`src/rtl/sdt_pkg.sv`:
```
package sdt_pkg;

    localparam int TIME_W = 32;
    localparam int RATE_W = 48;
    localparam int NUM_W  = 34;
    localparam int DEN_W  = 64;
    localparam int DVD_W  = 68;
    localparam int STEP_W = 7;

    localparam logic [RATE_W-1:0] RATE_MAX = 48'h7FFF_FFFF_FFFF;
    localparam logic [RATE_W-1:0] RATE_MIN = 48'h8000_0000_0000;

    // derivative_order codes
    localparam logic ORDER_FIRST  = 1'b0;
    localparam logic ORDER_SECOND = 1'b1;

    // dividend bits walked per mode: numerator plus fraction shift
    localparam logic [STEP_W-1:0] STEPS_FIRST  = 7'd50;
    localparam logic [STEP_W-1:0] STEPS_SECOND = 7'd68;

    typedef struct packed {
        logic signed [TIME_W-1:0] sample_time;
        logic signed [TIME_W-1:0] sample_value;
        logic                     curve_start;
    } sample_t;

    typedef struct packed {
        logic signed [TIME_W-1:0] mid_time;
        logic signed [RATE_W-1:0] rate;
        logic                     zero_step;
        logic                     overflow;
    } result_t;

    typedef struct packed {
        logic              start;
        logic [DVD_W-1:0]  dividend;
        logic [DEN_W-1:0]  divisor;
        logic [STEP_W-1:0] steps;
    } div_req_t;

    typedef struct packed {
        logic              done;
        logic              big;
        logic [RATE_W-1:0] quotient;
    } div_rsp_t;

endpackage

```
`src/rtl/sample_derivative_transform.sv`:
```
// sequence: a word that yields a result passes S_DIFF, S_SQUARE (second derivative
// only, with 18 more divide steps), S_LAUNCH and S_DIVIDE to a registered result_valid;
// a zero step skips the divide and goes from S_DIFF straight to the result
// throughput: one word at a time; the radix-2 divider (one quotient bit per cycle)
// sets the pace, and no new word is taken until the result is taken
// reset: rst_n asynchronous active low, clears history, sample count and order
module sample_derivative_transform
    import sdt_pkg::*;
(
    input  logic    clk,
    input  logic    rst_n,
    // sample channel
    input  logic    sample_valid,
    output logic    sample_stall,
    input  sample_t sample,
    // result channel
    output logic    result_valid,
    input  logic    result_stall,
    output result_t result,
    // derivative_order register
    input  logic    cfg_wen,
    input  logic    cfg_wdata
);

    typedef enum logic [2:0] {
        S_IDLE,
        S_DIFF,
        S_SQUARE,
        S_LAUNCH,
        S_DIVIDE,
        S_OUT
    } state_t;

    state_t state_reg;

    // configuration
    logic order_reg;

    // sample history
    logic signed [TIME_W-1:0] older_time_reg;
    logic signed [TIME_W-1:0] older_value_reg;
    logic signed [TIME_W-1:0] newer_time_reg;
    logic signed [TIME_W-1:0] newer_value_reg;
    logic [1:0]               held_reg;

    // operands captured at accept
    logic signed [TIME_W-1:0] op_t_reg;
    logic signed [TIME_W-1:0] op_v_reg;
    logic signed [TIME_W-1:0] op_t0_reg;
    logic signed [TIME_W-1:0] op_y0_reg;
    logic signed [TIME_W-1:0] op_y1_reg;
    logic                     op_mode_reg;

    // prepared divide operands
    logic [NUM_W-1:0]   num_mag_reg;
    logic [TIME_W-1:0]  d_mag_reg;
    logic [DEN_W-1:0]   den_reg;
    logic               res_neg_reg;
    logic               lim_min_reg;

    result_t result_reg;
    logic    result_valid_reg;

    div_req_t div_req;
    div_rsp_t div_rsp;

    logic       accept;
    logic [1:0] held_eff;
    logic       produce;
    logic [1:0] held_next;

    logic signed [TIME_W:0]   t_x;
    logic signed [TIME_W:0]   t0_x;
    logic signed [TIME_W:0]   d;
    logic signed [TIME_W:0]   d_abs;
    logic signed [TIME_W:0]   t_sum;
    logic signed [NUM_W:0]    v_x;
    logic signed [NUM_W:0]    y0_x;
    logic signed [NUM_W:0]    y1_x;
    logic signed [NUM_W:0]    num;
    logic signed [NUM_W:0]    num_abs;
    logic                     num_neg;
    logic                     d_flip;
    logic [RATE_W-1:0]        zero_rate;

    logic [DEN_W-1:0]  d_square;
    logic [RATE_W-1:0] lim;
    logic              clip;
    logic [RATE_W-1:0] mag;
    logic [RATE_W-1:0] final_rate;

    assign sample_stall = (state_reg != S_IDLE);
    assign accept       = sample_valid & ~sample_stall;

    // a start flag empties the history before this word is counted
    always_comb
    begin
        held_eff  = sample.curve_start ? 2'd0 : held_reg;
        produce   = (order_reg == ORDER_SECOND) ? (held_eff == 2'd2) : (held_eff != 2'd0);
        held_next = (held_eff == 2'd2) ? 2'd2 : held_eff + 2'd1;
    end

    // differences, midpoint and signs of the captured operands
    always_comb
    begin
        t_x     = {op_t_reg[TIME_W-1], op_t_reg};
        t0_x    = {op_t0_reg[TIME_W-1], op_t0_reg};
        d       = t_x - t0_x;
        d_abs   = d[TIME_W] ? -d : d;
        t_sum   = t_x + t0_x;
        v_x     = {{3{op_v_reg[TIME_W-1]}}, op_v_reg};
        y0_x    = {{3{op_y0_reg[TIME_W-1]}}, op_y0_reg};
        y1_x    = {{3{op_y1_reg[TIME_W-1]}}, op_y1_reg};
        if (op_mode_reg == ORDER_SECOND)
        begin
            num = v_x - {y1_x[NUM_W-1:0], 1'b0} + y0_x;
        end
        else
        begin
            num = v_x - y0_x;
        end
        num_neg = num[NUM_W];
        num_abs = num_neg ? -num : num;
        // only the first derivative divides by a signed step
        d_flip  = (op_mode_reg == ORDER_FIRST) & d[TIME_W];
        if (num_abs == '0)
        begin
            zero_rate = '0;
        end
        else if (num_neg)
        begin
            zero_rate = RATE_MIN;
        end
        else
        begin
            zero_rate = RATE_MAX;
        end
    end

    assign d_square = d_mag_reg * d_mag_reg;

    // clip the unsigned quotient to the signed range, then apply the sign
    always_comb
    begin
        lim        = lim_min_reg ? RATE_MIN : RATE_MAX;
        clip       = div_rsp.big | (div_rsp.quotient > lim);
        mag        = clip ? lim : div_rsp.quotient;
        final_rate = res_neg_reg ? -mag : mag;
    end

    always_comb
    begin
        div_req.start    = (state_reg == S_LAUNCH);
        div_req.dividend = {num_mag_reg, 34'd0};
        div_req.divisor  = den_reg;
        div_req.steps    = (op_mode_reg == ORDER_SECOND) ? STEPS_SECOND : STEPS_FIRST;
    end

    sdt_div u_div
    (
        .clk   (clk),
        .rst_n (rst_n),
        .req   (div_req),
        .rsp   (div_rsp)
    );

    always_ff @(posedge clk or negedge rst_n)
    begin
        if (!rst_n)
        begin
            state_reg        <= S_IDLE;
            order_reg        <= ORDER_FIRST;
            older_time_reg   <= '0;
            older_value_reg  <= '0;
            newer_time_reg   <= '0;
            newer_value_reg  <= '0;
            held_reg         <= 2'd0;
            op_t_reg         <= '0;
            op_v_reg         <= '0;
            op_t0_reg        <= '0;
            op_y0_reg        <= '0;
            op_y1_reg        <= '0;
            op_mode_reg      <= ORDER_FIRST;
            num_mag_reg      <= '0;
            d_mag_reg        <= '0;
            den_reg          <= '0;
            res_neg_reg      <= 1'b0;
            lim_min_reg      <= 1'b0;
            result_reg       <= '0;
            result_valid_reg <= 1'b0;
        end
        else
        begin
            if (cfg_wen)
            begin
                order_reg <= cfg_wdata;
            end

            unique case (state_reg)
                S_IDLE:
                begin
                    if (accept)
                    begin
                        // operands from the history as it stood before this word
                        op_t_reg    <= sample.sample_time;
                        op_v_reg    <= sample.sample_value;
                        op_t0_reg   <= (order_reg == ORDER_SECOND) ? older_time_reg
                                                                   : newer_time_reg;
                        op_y0_reg   <= (order_reg == ORDER_SECOND) ? older_value_reg
                                                                   : newer_value_reg;
                        op_y1_reg   <= newer_value_reg;
                        op_mode_reg <= order_reg;

                        older_time_reg  <= newer_time_reg;
                        older_value_reg <= newer_value_reg;
                        newer_time_reg  <= sample.sample_time;
                        newer_value_reg <= sample.sample_value;
                        held_reg        <= held_next;

                        if (produce)
                        begin
                            state_reg <= S_DIFF;
                        end
                    end
                end

                S_DIFF:
                begin
                    result_reg.mid_time <= t_sum[TIME_W:1];
                    num_mag_reg         <= num_abs[NUM_W-1:0];
                    d_mag_reg           <= d_abs[TIME_W-1:0];
                    den_reg             <= {32'd0, d_abs[TIME_W-1:0]};
                    res_neg_reg         <= num_neg ^ d_flip;
                    // a negative result may reach -2^47 only with a positive divisor
                    lim_min_reg         <= num_neg & ~d_flip;
                    if (d == '0)
                    begin
                        // zero step: saturate by numerator sign, skip the divide
                        result_reg.rate      <= zero_rate;
                        result_reg.zero_step <= 1'b1;
                        result_reg.overflow  <= 1'b0;
                        result_valid_reg     <= 1'b1;
                        state_reg            <= S_OUT;
                    end
                    else if (op_mode_reg == ORDER_SECOND)
                    begin
                        state_reg <= S_SQUARE;
                    end
                    else
                    begin
                        state_reg <= S_LAUNCH;
                    end
                end

                S_SQUARE:
                begin
                    den_reg   <= d_square;
                    state_reg <= S_LAUNCH;
                end

                S_LAUNCH:
                begin
                    state_reg <= S_DIVIDE;
                end

                S_DIVIDE:
                begin
                    if (div_rsp.done)
                    begin
                        result_reg.rate      <= final_rate;
                        result_reg.zero_step <= 1'b0;
                        result_reg.overflow  <= clip;
                        result_valid_reg     <= 1'b1;
                        state_reg            <= S_OUT;
                    end
                end

                S_OUT:
                begin
                    if (!result_stall)
                    begin
                        result_valid_reg <= 1'b0;
                        state_reg        <= S_IDLE;
                    end
                end

                default:
                begin
                    state_reg <= S_IDLE;
                end
            endcase
        end
    end

    assign result_valid = result_valid_reg;
    assign result       = result_reg;

    // no new word is taken while a result waits
    a_no_accept_with_result: assert property (@(posedge clk) disable iff (!rst_n)
        result_valid |-> sample_stall)
        else $error("sample accepted while result pending");

    // the divider only finishes while the sequencer waits for it
    a_div_done_in_divide: assert property (@(posedge clk) disable iff (!rst_n)
        div_rsp.done |-> (state_reg == S_DIVIDE))
        else $error("divider done outside divide state");

    // a zero step never reports a clipped quotient
    a_flags_exclusive: assert property (@(posedge clk) disable iff (!rst_n)
        result_valid |-> !(result.zero_step && result.overflow))
        else $error("zero_step and overflow both set");

    // result valid rises only after a finished divide or a zero step
    a_result_source: assert property (@(posedge clk) disable iff (!rst_n)
        $rose(result_valid) |-> ($past(div_rsp.done) || result.zero_step))
        else $error("result without finished divide");

endmodule

```
`src/rtl/sdt_div.sv`:
```
module sdt_div
    import sdt_pkg::*;
(
    input  logic     clk,
    input  logic     rst_n,
    input  div_req_t req,
    output div_rsp_t rsp
);

    logic [DVD_W-1:0]  dvd_reg;
    logic [DEN_W-1:0]  den_reg;
    logic [DEN_W-1:0]  rem_reg;
    logic [RATE_W-1:0] q_reg;
    logic              big_reg;
    logic [STEP_W-1:0] cnt_reg;
    logic              busy_reg;
    logic              done_reg;

    logic [DEN_W:0]    rem_sh;
    logic [DEN_W+1:0]  diff;
    logic              qbit;
    logic [DEN_W-1:0]  rem_next;

    // one restoring step: shift in next dividend bit, trial subtract
    always_comb
    begin
        rem_sh   = {rem_reg, dvd_reg[DVD_W-1]};
        diff     = {1'b0, rem_sh} - {2'b00, den_reg};
        qbit     = ~diff[DEN_W+1];
        rem_next = qbit ? diff[DEN_W-1:0] : rem_sh[DEN_W-1:0];
    end

    always_ff @(posedge clk or negedge rst_n)
    begin
        if (!rst_n)
        begin
            dvd_reg  <= '0;
            den_reg  <= '0;
            rem_reg  <= '0;
            q_reg    <= '0;
            big_reg  <= 1'b0;
            cnt_reg  <= '0;
            busy_reg <= 1'b0;
            done_reg <= 1'b0;
        end
        else
        begin
            done_reg <= 1'b0;
            if (req.start)
            begin
                dvd_reg  <= req.dividend;
                den_reg  <= req.divisor;
                rem_reg  <= '0;
                q_reg    <= '0;
                big_reg  <= 1'b0;
                cnt_reg  <= req.steps;
                busy_reg <= 1'b1;
            end
            else if (busy_reg)
            begin
                dvd_reg <= {dvd_reg[DVD_W-2:0], 1'b0};
                rem_reg <= rem_next;
                // sticky: quotient no longer fits the result width
                big_reg <= big_reg | q_reg[RATE_W-1];
                q_reg   <= {q_reg[RATE_W-2:0], qbit};
                cnt_reg <= cnt_reg - 1'b1;
                if (cnt_reg == 7'd1)
                begin
                    busy_reg <= 1'b0;
                    done_reg <= 1'b1;
                end
            end
        end
    end

    assign rsp.done     = done_reg;
    assign rsp.big      = big_reg;
    assign rsp.quotient = q_reg;

endmodule
```
`config.mk`:
```
export PLATFORM = sky130hd
export DESIGN_NAME = sample_derivative_transform
export DESIGN_NICKNAME = d
export VERILOG_FILES = /design/src/rtl/sdt_pkg.sv /design/src/rtl/sample_derivative_transform.sv /design/src/rtl/sdt_div.sv
export SDC_FILE = /design/constraint.sdc
export NUM_CORES = 2
export LEC_CHECK = 0
export ABC_AREA = 0
export BUFFER_PORTS_ARGS = -buffer_cell sky130_fd_sc_hd__buf_2
export CORE_ASPECT_RATIO = 1.2
export CORE_MARGIN = 1
export CORE_UTILIZATION = 50
export DETAILED_ROUTE_END_ITERATION = 10
export PLACE_DENSITY = 0.67
export SKIP_CTS_REPAIR_TIMING = 1
export SYNTH_ARGS = -nofsm -noshare
export SYNTH_HDL_FRONTEND = slang
export SYNTH_SLANG_ARGS = --single-unit
```
`constraint.sdc`:
```
create_clock -name clk -period 14.2 [get_ports clk]
set_input_delay 2.84 -clock clk [delete_from_list [all_inputs] [get_ports clk]]
set_output_delay 2.84 -clock clk [all_outputs]
set_load 0.02 [all_outputs]
```
==> results.txt <==
The family of cells with the greatest summed delay on the critical path is adder cells. In this design, the critical path's most frequently occurring cell is sky130_fd_sc_hd__fa_1. In this run, synthesis inferred 0 flip-flops with an integrated enable. VDD sags by at most 0.100 mV. The total number of placement rows came out at 152. The worst clock skew on the final layout is 0.0407 ns. The count of routing violations after the opening detailed-route iteration is 3449. The total of flip-flops plus latches after synthesis came out at 634. The min-delay analysis places its worst path in the category reg2reg.

The remaining routing DRC violations is 0. The area enclosed by the die boundary came out at 145000 um2. In the finished design, the share of the clock period the worst path needs comes to 0.681.

The total of warnings raised by yosys came out at 0. The static leakage is 0.0406 uW. The sum of overflow across all layers after global routing is 0. STA classifies the critical path endpoint as a flip-flop.

The flop-to-flop setup slack is 4.53 ns. The worst max-slew margin expressed relative to the limit came out at 0.124. The clock edge transition at the registers on the reported setup and hold paths came out at 0.06 ns.

The number of standard cells after synthesis is 8017. The detailed-router iteration count before antenna repair came out at 5. Dividing the detail-routed wire length by the instance count gives 19.1 um. The number of antenna violations at the first check in global routing came to 2. The floorplan step defined a core boundary enclosing 143000 um2. The part of the Yosys area used for sequential elements came out at 0.221.

The switching part of the total came out at 0.221. In the final layout, the share of cells above drive strength 1 is 0.0680. The count of final max-slew check failures is 0. The area growth from synthesis to layout came out at 6.78%. The final layout net count came out at 9385. The H-tree depth came out at 3. The critical path contains buffers and inverters numbering 7 combined. The number of clock sinks came out at 634. The slew at the pin closest to its max-slew limit came out at 1.31 ns. Setup repair after global routing left no endpoint under its margin.

The cell at the root of the clock tree is sky130_fd_sc_hd__clkbuf_16. The slowest stage of the critical path is the sky130_fd_sc_hd__fa_1 cell. The number of endpoints failing setup at the final stage came out at 0. The total via count after detailed routing came out at 55600. The count of placed standard cells in the final layout, fillers left out is 9916. The number of max-cap violations came out at 0. The half-perimeter wire length after placement came out at 148 mm. In this run, CTS created clock tree buffers numbering 70.

The relative contribution of combinational cells to total power is 0.017. The worst setup path is launched from a flip-flop. The count of boundary I/O pins is 155. The later-pin clock latency in the skew report came out at 0.68 ns. The routed via count divided by cell count came out at 5.61. Data arrives at the worst endpoint at 10.18 ns. The power density normalized to cell area came out at 50.3 nW/um2. The critical path depth is 31.

The aggregate routed wire length is 190 mm. Of the total power, registers draw 0.469. The path depth of the worst reg2reg path came out at 31.

The run finished with clean final reports. The clock group share of total power is 0.514. Port buffering added 154 buffers. The longest individual stage delay on the worst path is 0.60 ns. The number of flip-flops under the largest register name came out at 82.

The first global-routing pass estimated 306 mm of wire. The number of global-route vias before repair came out at 57300. The most used flip-flop cell after synthesis is sky130_fd_sc_hd__dfrtp_1. The synthesized net count came out at 9466. In this run the deepest clock path goes through 3 buffers. The height of the chip is 417 um. The maximum clock rate is 103 MHz.

The pre-CTS setup slack is 4.70 ns. The class of the most critical setup path is reg2reg. STA puts the critical path data required time at 14.71 ns. The die is 348 um wide. The total instance count after detailed placement is 9789.

The final hold violation count was 0. The final setup slack of the worst path came out at 4.53 ns. Internal power comes to 3010 uW. The share of synthesized flip-flops with an asynchronous set or reset is 1.00. The mean post-synth cell area came out at 8.97 um2. The TritonCTS clock tree is done.

In this run, distinct cell masters in the synthesized netlist total 98. The biggest fanout along the worst timing path is 27. The synthesized cell area is 71900 um2. The hold-critical path depth is 2.

Entering global routing, the biggest net connects 170 pins. For the final routed database, the setup TNS stands at 0 ns. The total global-route track usage is 0.265. The placer's final routability congestion estimate is 0.928.

The time the worst path needs with I/O delays and setup came out at 9.67 ns. The initial core utilization came out at 0.503. For this design the total switching power over the nets is 852 uW.

The antenna violation net count after detailed routing came out at 0.
[layout by cell type, fill, tap and decap left out, types with 51 or more instances in the layout]
cell                        synthesis  routed
sky130_fd_sc_hd__a21o_1           178     177
sky130_fd_sc_hd__a21oi_1          470     468
sky130_fd_sc_hd__a31oi_1           52      52
sky130_fd_sc_hd__and2_1           258     257
sky130_fd_sc_hd__buf_2              2     153
sky130_fd_sc_hd__buf_4              0      75
sky130_fd_sc_hd__clkbuf_16          0      71
sky130_fd_sc_hd__dfrtp_1          634     631
sky130_fd_sc_hd__fa_1             829     829
sky130_fd_sc_hd__ha_1             549     549
sky130_fd_sc_hd__inv_1           1334    1334
sky130_fd_sc_hd__mux2_2           108     108
sky130_fd_sc_hd__mux2i_1          195     195
sky130_fd_sc_hd__nand2_1          764     763
sky130_fd_sc_hd__nand3_1           82      82
sky130_fd_sc_hd__nand4_1           59      59
sky130_fd_sc_hd__nor2_1           388     386
sky130_fd_sc_hd__nor2b_1           51      51
sky130_fd_sc_hd__nor3_1           110     110
sky130_fd_sc_hd__o21ai_0          488     487
sky130_fd_sc_hd__xnor2_1          207     207
sky130_fd_sc_hd__xor2_1           142     142
[per-layer routing]
metal | vias to the layer above | track usage | part of all wire
li1 | 26100 | - | -
met5 | - | 0 | 0
met4 | 0 | 0.103 | 0.040
met2 | 1449 | 0.463 | 0.50
met3 | 392 | 0.0316 | 0.049
met1 | 27600 | 0.332 | 0.41
[Yosys cell counts (50+ instances only)]
library cell,number,area (um2)
sky130_fd_sc_hd__nand4_1,59,369
sky130_fd_sc_hd__nor3_1,110,551
sky130_fd_sc_hd__nor2b_1,51,319
sky130_fd_sc_hd__xnor2_1,207,1810
sky130_fd_sc_hd__nand3_1,82,410
sky130_fd_sc_hd__ha_1,549,6870
sky130_fd_sc_hd__clkbuf_1,359,1350
sky130_fd_sc_hd__xor2_1,142,1240
sky130_fd_sc_hd__dfrtp_1,634,15900
sky130_fd_sc_hd__and2_1,258,1610
sky130_fd_sc_hd__nor2_1,388,1460
sky130_fd_sc_hd__nand2_1,764,2870
sky130_fd_sc_hd__inv_1,1334,5010
sky130_fd_sc_hd__mux2i_1,195,1950
sky130_fd_sc_hd__a211oi_1,50,375
sky130_fd_sc_hd__a21oi_1,470,2350
sky130_fd_sc_hd__a31oi_1,52,325
sky130_fd_sc_hd__o21ai_0,488,2440
sky130_fd_sc_hd__mux2_2,108,1220
sky130_fd_sc_hd__fa_1,829,16600
sky130_fd_sc_hd__a21o_1,178,1340
[area by class of cell]
type | instances | area (um2)
Sequential cell | 634 | 15900
Antenna cell | 2 | 5.00
Timing Repair Buffer | 230 | 1360
Clock buffer | 91 | 1950
Tap cell | 1925 | 2410
Inverter | 1339 | 5030
Clock inverter | 34 | 541
Multi-Input combinational cell | 5661 | 49600
Fill cell | 13100 | 66000
[cells by family (layout without fill, tap and decap cells)]
logic type               after synthesis  count (layout)  synth area share
AND/OR/NAND/NOR                     1965            1965             0.130
buffers and inverters               1722            1694            0.0903
AO/OA/AOI/OAI                       1666            1666             0.146
adder cells (fa/ha/maj)             1378            1378             0.326
flip-flops                           634             634             0.221
XOR/XNOR                             349             349            0.0425
multiplexers                         303             303            0.0441
other                                  0               2                 0
[power by group through the flow]
stage	sequential (uW)	clock, uW	combinational, uW
finish	1810	1980	66.4
global route	1810	2100	76.4
CTS	1810	2030	69.6
detailed placement	1840	0	69.5
global placement	1840	0	68.4
floorplan	1840	0	21.0
[path summary, 6_finish.rpt]
| path | start | to |
|---|---|---|
| min in group asynchronous | rst_n | op_y1_reg[6]$_DFFE_PN0P_ |
| max in group asynchronous | rst_n | op_mode_reg$_DFFE_PN0P_ |
| worst min register to register | den_reg[10]$_DFFE_PN0P_ | u_div.den_reg[10]$_DFFE_PN0P_ |
| worst min-delay path | den_reg[10]$_DFFE_PN0P_ | u_div.den_reg[10]$_DFFE_PN0P_ |
| worst max register to register | d_mag_reg[16]$_DFFE_PN0P_ | den_reg[62]$_DFFE_PN0P_ |
| worst max-delay path | d_mag_reg[16]$_DFFE_PN0P_ | den_reg[62]$_DFFE_PN0P_ |
[through the flow]
| stage | instance area, um2 | util | power (uW) | hold slack (ns) |
|---|---|---|---|---|
| 2_1_floorplan | 71900 | - | 1860 | 0.439 |
| 3_3_place_gp | 74300 | 0.520 | 1910 | 0.459 |
| 3_5_place_dp | 74300 | 0.520 | 1910 | 0.461 |
| 4_1_cts | 76800 | 0.538 | 3910 | 0.458 |
| 5_1_grt | 76800 | 0.538 | 3990 | 0.487 |
| 6_report | 76800 | 0.538 | 3860 | 0.460 |
[worst min-delay path, delay by kind of cell (launching register included)]
family / cells / cell delay [ns]
AND/OR/NAND/NOR: 1 / 0.05
AO/OA/AOI/OAI: 1 / 0.06
flip-flops: 1 / 0.34
(Power assumes the default switching activity.)
